`config.mk`:
```
export PLATFORM = sky130hd
export DESIGN_NAME = coau_engine
export DESIGN_NICKNAME = d
export VERILOG_FILES = /design/src/design/coau_pkg.sv /design/src/design/coau_engine.sv
export SDC_FILE = /design/constraint.sdc
export NUM_CORES = 1
export LEC_CHECK = 0
export ABC_AREA = 1
export BUFFER_PORTS_ARGS = -buffer_cell sky130_fd_sc_hd__buf_2
export CAP_MARGIN = 15
export CORE_ASPECT_RATIO = 1.75
export CORE_UTILIZATION = 60
export DETAILED_ROUTE_END_ITERATION = 6
export HOLD_SLACK_MARGIN = 0.03
export PLACE_DENSITY = 0.86
export SLEW_MARGIN = 10
export SYNTH_ARGS = -nofsm -noshare
export SYNTH_HDL_FRONTEND = slang
export SYNTH_SLANG_ARGS = --single-unit
export TNS_END_PERCENT = 1
```
`constraint.sdc`:
```
create_clock -name clk -period 3.8 [get_ports clk]
set_input_delay 0.38 -clock clk [delete_from_list [all_inputs] [get_ports clk]]
set_output_delay 0.38 -clock clk [all_outputs]
set_load 0.01 [all_outputs]
```
`src/design/coau_pkg.sv`:
```
// Package for the operand address unit: codes, phase type and item structs.
// Used by the interfaces and every design module; depends on nothing.
package coau_pkg;

  localparam int unsigned ADDR_W = 16;
  localparam int unsigned BYTE_W = 8;

  // Request type of an input item
  localparam logic REQ_START = 1'b0;
  localparam logic REQ_DATA  = 1'b1;

  // Addressing modes
  localparam logic [2:0] MODE_IMM     = 3'd0;
  localparam logic [2:0] MODE_ZP_IDX  = 3'd1;
  localparam logic [2:0] MODE_ABS_IDX = 3'd2;
  localparam logic [2:0] MODE_IND     = 3'd3;
  localparam logic [2:0] MODE_IDX_IND = 3'd4;
  localparam logic [2:0] MODE_IND_IDX = 3'd5;

  // Result kinds
  localparam logic [1:0] KIND_READ    = 2'd0;
  localparam logic [1:0] KIND_FINAL   = 2'd1;
  localparam logic [1:0] KIND_IGNORED = 2'd2;

  localparam logic [ADDR_W-1:0] PC_STEP_SHORT = 16'd2;
  localparam logic [ADDR_W-1:0] PC_STEP_LONG  = 16'd3;

  typedef enum logic [1:0] {
    PH_IDLE,
    PH_WAIT_LO,
    PH_WAIT_HI
  } phase_t;

  typedef struct packed {
    logic              req_type;
    logic [2:0]        mode;
    logic [BYTE_W-1:0] operand_lo;
    logic [BYTE_W-1:0] operand_hi;
    logic [BYTE_W-1:0] index_value;
    logic [ADDR_W-1:0] pc_in;
    logic [BYTE_W-1:0] read_data;
  } in_item_t;

  typedef struct packed {
    logic [1:0]        out_kind;
    logic [ADDR_W-1:0] read_address;
    logic [ADDR_W-1:0] operand_value;
    logic [ADDR_W-1:0] next_pc;
    logic              page_crossed;
  } out_item_t;

  typedef struct packed {
    phase_t phase;
  } eng_status_t;

endpackage

```
`src/design/coau_engine.sv`:
```
// Addressing engine: fetch phase, held pointer context and the result logic.
// Depends on coau_pkg.
module coau_engine
  import coau_pkg::*;
(
  input  logic        clk,
  input  logic        rst,
  input  logic        step,
  input  in_item_t    cur,
  output out_item_t   res,
  output eng_status_t status
);

  phase_t            phase, phase_next;
  logic [2:0]        held_mode, held_mode_next;
  logic [ADDR_W-1:0] pointer_address, pointer_address_next;
  logic [BYTE_W-1:0] low_byte, low_byte_next;
  logic [BYTE_W-1:0] held_index, held_index_next;
  logic [ADDR_W-1:0] held_pc, held_pc_next;

  logic [ADDR_W-1:0] base;
  logic [ADDR_W-1:0] abs_ea;
  logic [BYTE_W-1:0] zp_ea;
  logic [ADDR_W-1:0] fetched;
  logic [ADDR_W-1:0] post_ea;
  logic [BYTE_W-1:0] ptr_hi_next;

  assign base    = {cur.operand_hi, cur.operand_lo};
  assign abs_ea  = base + {8'h00, cur.index_value};
  assign zp_ea   = cur.operand_lo + cur.index_value;
  assign fetched = {cur.read_data, low_byte};
  assign post_ea = fetched + {8'h00, held_index};
  // Only the low byte steps, so a pointer at xxFF wraps to xx00 (jump bug)
  assign ptr_hi_next = (held_mode == MODE_IND) ? pointer_address[15:8] : 8'h00;

  assign status.phase = phase;

  always_comb begin
    phase_next           = phase;
    held_mode_next       = held_mode;
    pointer_address_next = pointer_address;
    low_byte_next        = low_byte;
    held_index_next      = held_index;
    held_pc_next         = held_pc;
    res                  = '0;
    res.out_kind         = KIND_IGNORED;

    if (cur.req_type == REQ_START) begin
      phase_next = PH_IDLE;
      case (cur.mode)
        MODE_IMM: begin
          res.out_kind      = KIND_FINAL;
          res.operand_value = {8'h00, cur.operand_lo};
          res.next_pc       = cur.pc_in + PC_STEP_SHORT;
        end
        MODE_ZP_IDX: begin
          res.out_kind      = KIND_FINAL;
          res.operand_value = {8'h00, zp_ea};
          res.next_pc       = cur.pc_in + PC_STEP_SHORT;
        end
        MODE_ABS_IDX: begin
          res.out_kind      = KIND_FINAL;
          res.operand_value = abs_ea;
          res.next_pc       = cur.pc_in + PC_STEP_LONG;
          res.page_crossed  = (abs_ea[15:8] != cur.operand_hi);
        end
        MODE_IND, MODE_IDX_IND, MODE_IND_IDX: begin
          case (cur.mode)
            MODE_IND:     pointer_address_next = base;
            MODE_IDX_IND: pointer_address_next = {8'h00, zp_ea};
            default:      pointer_address_next = {8'h00, cur.operand_lo};
          endcase
          held_mode_next   = cur.mode;
          held_index_next  = cur.index_value;
          held_pc_next     = cur.pc_in;
          phase_next       = PH_WAIT_LO;
          res.out_kind     = KIND_READ;
          res.read_address = pointer_address_next;
        end
        default: begin
          res.out_kind = KIND_IGNORED;
        end
      endcase
    end else begin
      case (phase)
        PH_WAIT_LO: begin
          low_byte_next    = cur.read_data;
          phase_next       = PH_WAIT_HI;
          res.out_kind     = KIND_READ;
          res.read_address = {ptr_hi_next, pointer_address[7:0] + 8'd1};
        end
        PH_WAIT_HI: begin
          phase_next   = PH_IDLE;
          res.out_kind = KIND_FINAL;
          case (held_mode)
            MODE_IND: begin
              res.operand_value = fetched;
              res.next_pc       = held_pc + PC_STEP_LONG;
            end
            MODE_IDX_IND: begin
              res.operand_value = fetched;
              res.next_pc       = held_pc + PC_STEP_SHORT;
            end
            default: begin
              res.operand_value = post_ea;
              res.next_pc       = held_pc + PC_STEP_SHORT;
              res.page_crossed  = (post_ea[15:8] != cur.read_data);
            end
          endcase
        end
        default: begin
          phase_next   = PH_IDLE;
          res.out_kind = KIND_IGNORED;
        end
      endcase
    end
  end

  always_ff @(posedge clk) begin
    if (rst) begin
      phase           <= PH_IDLE;
      held_mode       <= '0;
      pointer_address <= '0;
      low_byte        <= '0;
      held_index      <= '0;
      held_pc         <= '0;
    end else if (step) begin
      phase           <= phase_next;
      held_mode       <= held_mode_next;
      pointer_address <= pointer_address_next;
      low_byte        <= low_byte_next;
      held_index      <= held_index_next;
      held_pc         <= held_pc_next;
    end
  end

endmodule
```
==> impl_metrics.ini, run 1 <==
[sta]
setup-tns-final_ns = 0
final.setup.worst_slack_ns = 0.8206
clock_skew_ns = 0.002810
worst_slew_pin_slew_ns = 0.8772
setup_viol = 0
grt_setup_unrepaired = false
number_of_max_slew_violations_in_the_final_report = 0
finalWorstPathRequiredPeriod_ns = 2.979
achievable-frequency_mhz = 335.6
final_min_period_over_clock_period = 0.7840
slew-limit-headroom = 0.4138
hold_viol_final = 0

[clock_tree]
max-clock-path-buffers = 2
worst_setup_hold_path_clk_slew_ns = 0.07
htreeDepth = 2
numClockSinks = 53
postCtsHoldBufs = 0
clockRootBuffer = sky130_fd_sc_hd__clkbuf_16
postCtsSetupBuffers = 0
cts_tree = yes
cts_made_buffers = 5
cts_resized = 0
worst_skew_pair.late_latency_ns = 0.30

[worst_setup_path]
worstSetupStartpointType = register
reg2regPathDepth = 6
cp_top_family = buffers and inverters
endpoint_kind = primary output
reg2reg_to = low_byte[1]
crit-reg2reg-launch = status[0]
delay_of_the_slowest_critical_path_stage_ns = 0.69
worst-setup-path-type = reg2out
worstPathRequired_ns = 3.42
critical-path-slowest-cell = sky130_fd_sc_hd__inv_1
reg2reg_setup_slack_ns = 1.93
crit_fanout = 22
worst-endpoint-arrival_ns = 2.60
worstPathCellList = inv_1, nand3_1, nand2_1, inv_1, o21ai_0, o21ai_0, nand2_1, buf_2
critical_path.n_buffers_inverters = 3

[die]
pin_count = 108
fp.dieW_um = 73.96
core-area_mm2 = 0.008727
fp.dieH_um = 127.9
fp.dieArea_mm2 = 0.009460
rows = 45
initial_utilization = 0.6229

[placed_design]
portBuffers = 107
dp_cells = 1179
post_dp_cell_area_mm2 = 0.006012
pre_cts_slack_ns = 1.220
dp_hpwl_um = 13890
routabilityCongestion = 0.9373

[finish]
antenna_cells = 0
nets = 1152
final-instance-count-excl-fill = 1186
layout.core_utilization = 0.7070
layout-area-overhead-vs-synth_pct = 13.49
finish.instance_area_mm2 = 0.006170
post_route_cells_drive_above_1_share = 0.1207

[yosys]
synth_commonest_cells = sky130_fd_sc_hd__nand2_1 (287), sky130_fd_sc_hd__inv_1 (148), sky130_fd_sc_hd__nand3_1 (107)
synth.largest_area_cell = sky130_fd_sc_hd__nand2_1
ys_seq_area_frac = 0.1952
synth_enable_flop_cells = 0
asyncSetResetFlopFracSynth = 0
synthMostInstantiatedCell = sky130_fd_sc_hd__nand2_1
synthDistinctLibCells = 39
netlist_area_mm2 = 0.005436
synth_nets = 1062
syn_inst = 980
synth_flop_cell = sky130_fd_sc_hd__dfxtp_1
synth.top_cell.area_share = 0.1982
post_synth_main_area_contributors = sky130_fd_sc_hd__nand2_1 (20%), sky130_fd_sc_hd__dfxtp_1 (20%), sky130_fd_sc_hd__inv_1 (10%)
avgSynthCellArea_um2 = 5.547
postSynthRegisterBits = 53
yosys_warnings = 0

[routing]
drt_first_pass_iters = 5
first_iter_violations = 441
ant_nets = 0
wire_per_inst_um = 15.12
drt_drc_violations_left = 0
drt-total-wl_um = 17930
dr_total_vias = 6721
avgViaCountPerCell = 5.667

[global_route]
grt_antenna_before_repair = 0
grt_pass1_wl_um = 28210
grt_overflow = 0
grt_start_max_net_pins = 45
number_of_global_route_vias_before_repair = 6356
grt_use_total = 0.3878

[min_path]
worstHoldEndpoint = held_index[0]
hold_path.class = in2reg
hold_path_depth = 3
worst_hold_startpoint = cur[24]

[run]
maxCapViolCount = 0

[power]
worst_ir_drop_vdd_mv = 0.2499
power-per-cell-area_mw_per_mm2 = 238.9
power_leakage_nw = 3.295

[outcome]
outcome = complete, no violations
## registers in the layout (all words and copies together) (netlist names)
register         flops
held_mode            3
low_byte             8
held_pc             16
status               2
pointer_address     16
held_index           8
## cells in the final DEF, fill, tap and decap left out, drive strengths merged
cell type / instances
fa: 2
inv: 150
a21oi: 68
nand4: 13
a21o: 1
xor2: 11
a32o: 2
nand2: 289
xnor2: 1
a21boi: 1
clkbuf: 5
clkinv: 3
and2: 1
o211ai: 4
nand3: 110
a22oi: 1
ha: 25
nor3: 9
buf: 110
nor2: 78
o21ai: 112
o31ai: 2
o21bai: 2
a22o: 1
nand3b: 6
dfxtp: 53
o22ai: 5
or2: 4
## through the flow
stage	total power, mW	hold WS (ns)
2_1_floorplan	0.8829	0.4246
3_3_place_gp	1.021	0.4340
3_5_place_dp	1.026	0.4411
4_1_cts	1.458	0.3341
5_1_grt	1.552	0.3706
6_report	1.474	0.3264
## layout make-up
class                   count  area (um2)
clock buffers               5       125.1
clock inverters             1       5.005
fillers                   896        2557
inverters                 152       574.3
multi-input cells         748        3680
flip-flops and latches     53        1061
well taps                 117       146.4
repair buffers            110       578.1
## worst max path at each step
stage,startpoint,end,slack (ns),cells after the start
3_3_place_gp,cur[24],res[0],1.27,14
2_1_floorplan,cur[24],res[25],1.70,13
3_5_place_dp,cur[40],res[0],1.22,14
5_1_grt,held_mode[2],res[24],0.56,8
6_report,held_mode[2],res[24],0.82,8
4_1_cts,held_mode[2],res[24],1.00,8
## per-layer routing
metal  vias to the layer above  share of wire  global-route usage
met5                         -              0                   0
met4                         0          0.077              0.2896
met3                       107          0.071             0.09513
met2                       332           0.51              0.7016
met1                      2922           0.34              0.3577
li1                       3360              -                   -
## power by group
group	switching [mW]	internal (mW)	leakage (nW)
sequential	0.0232	0.585	0.433
combinational	0.283	0.140	2.80
clock	0.206	0.236	0.0655
total	0.512	0.962	3.30
## worst register-to-register path, stage by stage, from the launching register on
cell and delay (ns):
sky130_fd_sc_hd__dfxtp_1 0.38, sky130_fd_sc_hd__ha_1 0.16, sky130_fd_sc_hd__nand2_1 0.08, sky130_fd_sc_hd__inv_1 0.30, sky130_fd_sc_hd__nand2_1 0.41, sky130_fd_sc_hd__o21ai_0 0.33, sky130_fd_sc_hd__a21oi_1 0.08
## logic make-up after synthesis
kind of cell | after synthesis | share of synthesized area
adders and majority gates | 27 | 0.06490
and+or+nand+nor | 510 | 0.4007
buffers and inverters | 179 | 0.1280
AOI/OAI and AO/OA | 199 | 0.1919
DFF | 53 | 0.1952
xor gates and xnor gates | 12 | 0.01933
Power figures use the tool's default switching activity.
==> inputs of run 2 (changes only) <==
--- a/config.mk
+++ b/config.mk
@@ -9,10 +9,10 @@
 export BUFFER_PORTS_ARGS = -buffer_cell sky130_fd_sc_hd__buf_2
 export CAP_MARGIN = 15
 export CORE_ASPECT_RATIO = 1.75
-export CORE_UTILIZATION = 60
+export CORE_UTILIZATION = 51
 export DETAILED_ROUTE_END_ITERATION = 6
 export HOLD_SLACK_MARGIN = 0.03
-export PLACE_DENSITY = 0.86
+export PLACE_DENSITY = 0.78
 export SLEW_MARGIN = 10
 export SYNTH_ARGS = -nofsm -noshare
 export SYNTH_HDL_FRONTEND = slang
==> constraint.sdc (replaced) <==
create_clock -name clk -period 2.7 [get_ports clk]
set_input_delay 0.27 -clock clk [delete_from_list [all_inputs] [get_ports clk]]
set_output_delay 0.27 -clock clk [all_outputs]
set_load 0.01 [all_outputs]
==> run 2 against run 1 <==
Net effect: wire length is 4.1% higher; count of clock-buffer cells in the layout increased by 2; design area up 2.2%; final cell count up 1.9%; critical path depth rose by 3; non-clock buffer count increased by 10; global-route usage decreased by 3.9 points; combinational power increased by 44%; clock power rose by 62%; core utilization is 9.5 points lower; register-to-register slack got worse by 1.2 ns; setup slack worse by 0.63 ns; largest power group unchanged.
==> impl_metrics.ini, run 2 (synthesis gave the netlist of run 1 again) <==
[finish]
layout_top_registers = held_pc (16), pointer_address (16)
layout_commonest_cell = sky130_fd_sc_hd__nand2_1
final-instance-count-excl-fill = 1208
post_route_cells_drive_above_1_share = 0.1341
layout.cells.most_common_list = sky130_fd_sc_hd__nand2_1 (285), sky130_fd_sc_hd__inv_1 (148), sky130_fd_sc_hd__nand3_1 (107), sky130_fd_sc_hd__buf_2 (107), sky130_fd_sc_hd__o21ai_0 (101)
finish.instance_area_mm2 = 0.006306
fillers = 1115
nets = 1162
antenna_cells = 0
layout-area-overhead-vs-synth_pct = 16.00

[clock_tree]
clockRootBuffer = sky130_fd_sc_hd__clkbuf_16
cts_tree = yes
cts_made_buffers = 5
max-clock-path-buffers = 2
htreeDepth = 2
numClockSinks = 53
postCtsHoldBufs = 0
worst_skew_pair.late_latency_ns = 0.30
worst_setup_hold_path_clk_slew_ns = 0.07

[worst_setup_path]
crit-reg2reg-launch = status[1]
worst-endpoint-arrival_ns = 2.24
crit_fanout = 5
endpoint_kind = primary output
worstPathRequired_ns = 2.43
worstSetupStartpointType = register
worst-setup-path-type = reg2out
crit_path_start = low_byte[0]

[placed_design]
dp_hpwl_um = 14790
post_dp_cell_area_mm2 = 0.006132
routabilityCongestion = 0.9731
dp_cells = 1200
portBuffers = 107

[die]
rows = 49
fp.dieArea_mm2 = 0.01109
pin_count = 108
initial_utilization = 0.5278
fp.dieH_um = 138.6
core-area_mm2 = 0.01030
fp.dieW_um = 80.05

[routing]
ant_nets = 0
wire_per_inst_um = 15.46
drt-total-wl_um = 18670
dr_total_vias = 6797
first_iter_violations = 504
drt_drc_violations_left = 0
avgViaCountPerCell = 5.627
drt_first_pass_iters = 5

[sta]
clock_skew_ns = 0.005370
setup_viol = 0
achievable-frequency_mhz = 397.9
number_of_max_slew_violations_in_the_final_report = 0
setup-tns-final_ns = 0
hold_viol_final = 0
finalWorstPathRequiredPeriod_ns = 2.513
grt_setup_unrepaired = false
slew-limit-headroom = 0.5901
final_min_period_over_clock_period = 0.9309
final.hold.worst_slack_ns = 0.2261
worst_slew_pin_slew_ns = 0.6142

[power]
power_leakage_nw = 3.366
worst_ir_drop_vdd_mv = 0.3095
power-per-cell-area_mw_per_mm2 = 345.6

[outcome]
outcome = complete, no violations

[global_route]
grt_use_total = 0.3486
grt_antenna_before_repair = 0
grt_pass1_wl_um = 30130
grt_overflow = 0
number_of_global_route_vias_before_repair = 6393
grt_start_max_net_pins = 37

[min_path]
hold_path.class = in2reg
worst_hold_startpoint = cur[26]

[run]
maxCapViolCount = 0
-- run 2: changes by cell type in the layout (fill, tap and decap cells not counted), sizes merged --
cell | before | now
buf | 110 | 120
clkbuf | 5 | 7
clkinv | 3 | 2
inv | 150 | 151
-- run 2: worst paths after layout --
kind | slack [ns] | cells past startpoint | to
setup / recovery | 0.19 | 11 | res[25]
hold / removal | 0.23 | 3 | held_index[2]
setup reg to reg | 0.77 | 7 | low_byte[5]
hold reg to reg | 0.45 | 2 | pointer_address[14]
-- run 2: per-layer routing --
layer,track usage,wire [um],up-vias
li1,-,-,3388
met1,0.3461,6324,3020
met2,0.6338,10040,297
met3,0.07039,1227,92
met4,0.2246,1080,0
met5,0,0,-
-- run 2: cell type report --
class,count,area (um2),share of cell area
timing repair buffer,120,658.1,0.1044
multi-input combinational,748,3692,0.5855
tap,127,158.9,0.02520
clock inverter,1,8.758,0.001389
clock buffer,7,152.6,0.02421
inverter,152,574.3,0.09107
sequential,53,1061,0.1683
-- run 2: repair_timing --
| item | CTS | global route |
|---|---|---|
| gates resized for setup | 0 | 6 |
| setup endpoints to repair | 0 | 5 |
| buffers inserted | 0 | 0 |
-- run 2: through the flow --
step | power (mW) | worst slack [ns] | utilization
after CTS | 2.174 | 0.1330 | 0.6110
after floorplan | 1.243 | 0.7552 | -
final | 2.179 | 0.1866 | 0.6122
after detailed placement | 1.467 | 0.3640 | 0.5954
after global routing | 2.285 | 0.009780 | 0.6122
after global placement | 1.459 | 0.4103 | 0.5954
-- run 2: report_power, final --
part	internal [mW]	switching [mW]
Clock	0.399	0.316
Sequential	0.823	0.0321
Combinational	0.205	0.404
Total	1.43	0.752
-- run 2: critical path, stage by stage (launching register included) --
cell and delay [ns]:
sky130_fd_sc_hd__dfxtp_1 0.36, sky130_fd_sc_hd__ha_1 0.18, sky130_fd_sc_hd__inv_1 0.05, sky130_fd_sc_hd__fa_1 0.36
sky130_fd_sc_hd__inv_1 0.11, sky130_fd_sc_hd__nand3_1 0.08, sky130_fd_sc_hd__nand3_1 0.13, sky130_fd_sc_hd__nand3_1 0.14
sky130_fd_sc_hd__nand2_2 0.13, sky130_fd_sc_hd__a21oi_1 0.07, sky130_fd_sc_hd__o21ai_0 0.17, sky130_fd_sc_hd__buf_2 0.16
==> inputs of run 3 (changes only) <==
--- a/config.mk
+++ b/config.mk
@@ -5,14 +5,13 @@
 export SDC_FILE = /design/constraint.sdc
 export NUM_CORES = 1
 export LEC_CHECK = 0
-export ABC_AREA = 1
 export BUFFER_PORTS_ARGS = -buffer_cell sky130_fd_sc_hd__buf_2
 export CAP_MARGIN = 15
 export CORE_ASPECT_RATIO = 1.75
-export CORE_UTILIZATION = 51
+export CORE_UTILIZATION = 56
 export DETAILED_ROUTE_END_ITERATION = 6
 export HOLD_SLACK_MARGIN = 0.03
-export PLACE_DENSITY = 0.78
+export PLACE_DENSITY = 0.82
 export SLEW_MARGIN = 10
 export SYNTH_ARGS = -nofsm -noshare
 export SYNTH_HDL_FRONTEND = slang
==> constraint.sdc (replaced) <==
create_clock -name clk -period 2.4 [get_ports clk]
set_input_delay 0.24 -clock clk [delete_from_list [all_inputs] [get_ports clk]]
set_output_delay 0.24 -clock clk [all_outputs]
set_load 0.01 [all_outputs]
==> run 3 against run 2 <==
Net effect: the flow now finishes with violations (negative setup slack); combinational power is 3% higher; flip-flop and latch count unchanged; sequential power grew 8.1%; setup slack got worse by 0.45 ns; global-route usage up 1.4 points; design area fell by 6.1%; wire length fell by 11%; worst hold slack got worse by 0.037 ns; clock power increased by 3.9%; critical endpoint is now res[31]; largest cell class unchanged; highest routed layer unchanged.
==> impl_metrics.ini, run 3 <==
[yosys]
synth_fa_ha_area_frac = 0.07279
synthDistinctLibCells = 78
postSynthRegisterBits = 53
ys_seq_area_frac = 0.2189
synth_enable_flop_cells = 0
synth_flop_cell = sky130_fd_sc_hd__dfxtp_1
synth.largest_area_cell = sky130_fd_sc_hd__dfxtp_1
post_synth_main_area_contributors = sky130_fd_sc_hd__dfxtp_1 (22%), sky130_fd_sc_hd__nand2_1 (8.7%), sky130_fd_sc_hd__a21oi_1 (8.0%)
synth_simple_gate_area_share = 0.2555
synth.top_cell.area_share = 0.2189
netlist_area_mm2 = 0.004847
synth_nets = 750
asyncSetResetFlopFracSynth = 0
syn_inst = 668
synth_commonest_cells = sky130_fd_sc_hd__nand2_1 (112), sky130_fd_sc_hd__a21oi_1 (77), sky130_fd_sc_hd__dfxtp_1 (53)
synthMostInstantiatedCell = sky130_fd_sc_hd__nand2_1
synth_compound_area_frac = 0.2790
avgSynthCellArea_um2 = 7.256
muxShareOfSynthArea = 0.03098
main_combinational_cell_family_by_area_after_synthesis = compound AO/OA/AOI/OAI gates
yosys_warnings = 0
synth_xor_area_frac = 0.08673

[worst_setup_path]
crit-reg2reg-launch = status[0]
reg2reg_to = low_byte[1]
reg2regPathDepth = 4
critical-path-slowest-cell = sky130_fd_sc_hd__o41ai_4
worst-setup-path-type = reg2out
crit_fanout = 5
delay_of_the_slowest_critical_path_stage_ns = 0.36
endpoint_kind = primary output
worstSetupStartpointType = register
worstPathCellList = ha_4, inv_1, fa_2, nor2b_2, o2111a_2, o41ai_4, a21oi_1, xnor2_1, o22ai_1, buf_2
reg2reg_setup_slack_ns = 0.95
worst-endpoint-arrival_ns = 2.43
worstPathRequired_ns = 2.16

[sta]
hold_viol_final = 0
worst_slew_pin_slew_ns = 0.5953
setup_viol = 12
final.hold.worst_slack_ns = 0.1892
final.setup.worst_slack_ns = -0.2662
grt_setup_unrepaired = true
achievable-frequency_mhz = 375.1
clock_skew_ns = 0.007290
finalWorstPathRequiredPeriod_ns = 2.666
number_of_max_slew_violations_in_the_final_report = 0
final_min_period_over_clock_period = 1.111
slew-limit-headroom = 0.6031

[global_route]
grt_overflow = 0
number_of_global_route_vias_before_repair = 5241
grt_start_max_net_pins = 54
grt_antenna_before_repair = 1
grt_pass1_wl_um = 25510
grt_use_total = 0.3627

[placed_design]
dp_hpwl_um = 12870
routabilityCongestion = 0.9200
post_dp_cell_area_mm2 = 0.005583
pre_cts_slack_ns = -0.06098
portBuffers = 107

[routing]
drt_drc_violations_left = 0
dr_total_vias = 5574
first_iter_violations = 375
drt_first_pass_iters = 5
wire_per_inst_um = 18.64
drt-total-wl_um = 16630
avgViaCountPerCell = 6.249
ant_nets = 0

[min_path]
worstHoldEndpoint = low_byte[5]
worst_hold_startpoint = cur[5]
hold_path.class = in2reg
hold_path_depth = 3

[finish]
finish.instance_area_mm2 = 0.005922
layout.cells.most_common_list = sky130_fd_sc_hd__nand2_1 (111), sky130_fd_sc_hd__buf_2 (107), sky130_fd_sc_hd__a21oi_1 (74)
layout_commonest_cell = sky130_fd_sc_hd__nand2_1
post_route_cells_drive_above_1_share = 0.2613
nets = 858
antenna_cells = 0
layout_top_registers = held_pc (16), pointer_address (16)
fillers = 729
layout-area-overhead-vs-synth_pct = 22.17

[clock_tree]
max-clock-path-buffers = 2
numClockSinks = 53
worst_skew_pair.late_latency_ns = 0.30
cts_made_buffers = 5
worst_setup_hold_path_clk_slew_ns = 0.07
cts_tree = yes
clockRootBuffer = sky130_fd_sc_hd__clkbuf_16
htreeDepth = 2
postCtsHoldBufs = 0
postCtsSetupBuffers = 0

[power]
p_total_mw = 2.293
power_leakage_nw = 2.362
power-per-cell-area_mw_per_mm2 = 387.2
worst_ir_drop_vdd_mv = 0.2820

[run]
maxCapViolCount = 0

[die]
pin_count = 108
core-area_mm2 = 0.008368
rows = 44
fp.dieArea_mm2 = 0.009047
fp.dieH_um = 125.1
fp.dieW_um = 72.33
initial_utilization = 0.5792

[outcome]
violations = negative setup slack
outcome = complete, but fails checks
==> run 3: cell count changes in the layout (fill, tap and decap cells not counted), sizes merged, moves of 7 or more <==
cell | before | now
xnor2 | 1 | 32
a21oi | 68 | 78
nor2 | 78 | 47
and3 | 0 | 11
mux2i | 0 | 15
buf | 120 | 137
o21ai | 112 | 32
a22o | 1 | 8
nand3 | 110 | 24
inv | 151 | 25
nand2 | 289 | 113
a211oi | 0 | 14
o22ai | 5 | 31
nor2b | 0 | 10
==> run 3: where the power goes <==
| part | internal [mW] | switching [mW] | total [mW] |
|---|---|---|---|
| registers | 0.900 | 0.0236 | 0.924 |
| clock network | 0.393 | 0.350 | 0.743 |
| logic | 0.248 | 0.378 | 0.626 |
| total | 1.54 | 0.752 | 2.29 |
==> run 3: cell families after synthesis <==
| logic type | count (synthesis) |
|---|---|
| mux | 15 |
| compound gates | 209 |
| buf+inv | 60 |
| simple gates | 256 |
| flops | 53 |
| xor+xnor | 48 |
| fa+ha+maj | 27 |
==> run 3: layout make-up <==
class | instances | area [um2] | area share
clock buffers | 5 | 125.1 | 0.02113
clock inverters | 3 | 25.02 | 0.004226
inverters | 24 | 90.09 | 0.01521
multi-input cells | 555 | 3685 | 0.6222
flip-flops and latches | 53 | 1080 | 0.1823
well taps | 115 | 143.9 | 0.02430
repair buffers | 137 | 773.2 | 0.1306
==> run 3: critical path: cells and delay by family, from the launching register on <==
family	cells	cell delay (ns)
AO/OA/AOI/OAI	4	0.97
adder cells (fa/ha/maj)	2	0.38
flip-flops	1	0.35
buffers and inverters	2	0.24
XOR/XNOR	1	0.15
AND/OR/NAND/NOR	1	0.05
==> run 3: routing by layer <==
layer,up-vias,global-route usage,routed length (um)
met5,-,0,0
met4,0,0.2330,1044
li1,2617,-,-
met1,2585,0.3740,5858
met2,290,0.6619,8686
met3,82,0.04674,1037
==> run 3: how the worst max path moves through the flow <==
stage                            from  endpoint  slack [ns]
after floorplan           low_byte[0]   res[29]        0.24
after global placement        cur[26]    res[0]       -0.01
after detailed placement      cur[42]    res[0]       -0.06
after CTS                 low_byte[0]   res[31]       -0.22
after global routing      low_byte[0]   res[31]       -0.38
final                     low_byte[0]   res[31]       -0.27
==> run 3: repair_timing <==
item | 4_1_cts | 5_1_grt
gates resized for setup | 28 | 18
endpoints found under the setup margin | 19 | 24
pin swaps | 7 | 7
==> run 3: metrics by stage <==
stage	instances	util	setup TNS, ns
floorplan	668	-	0
global placement	884	0.6672	-0.02022
detailed placement	884	0.6672	-0.1571
CTS	892	0.7008	-1.493
global route	892	0.7077	-3.191
finish	892	0.7077	-1.631
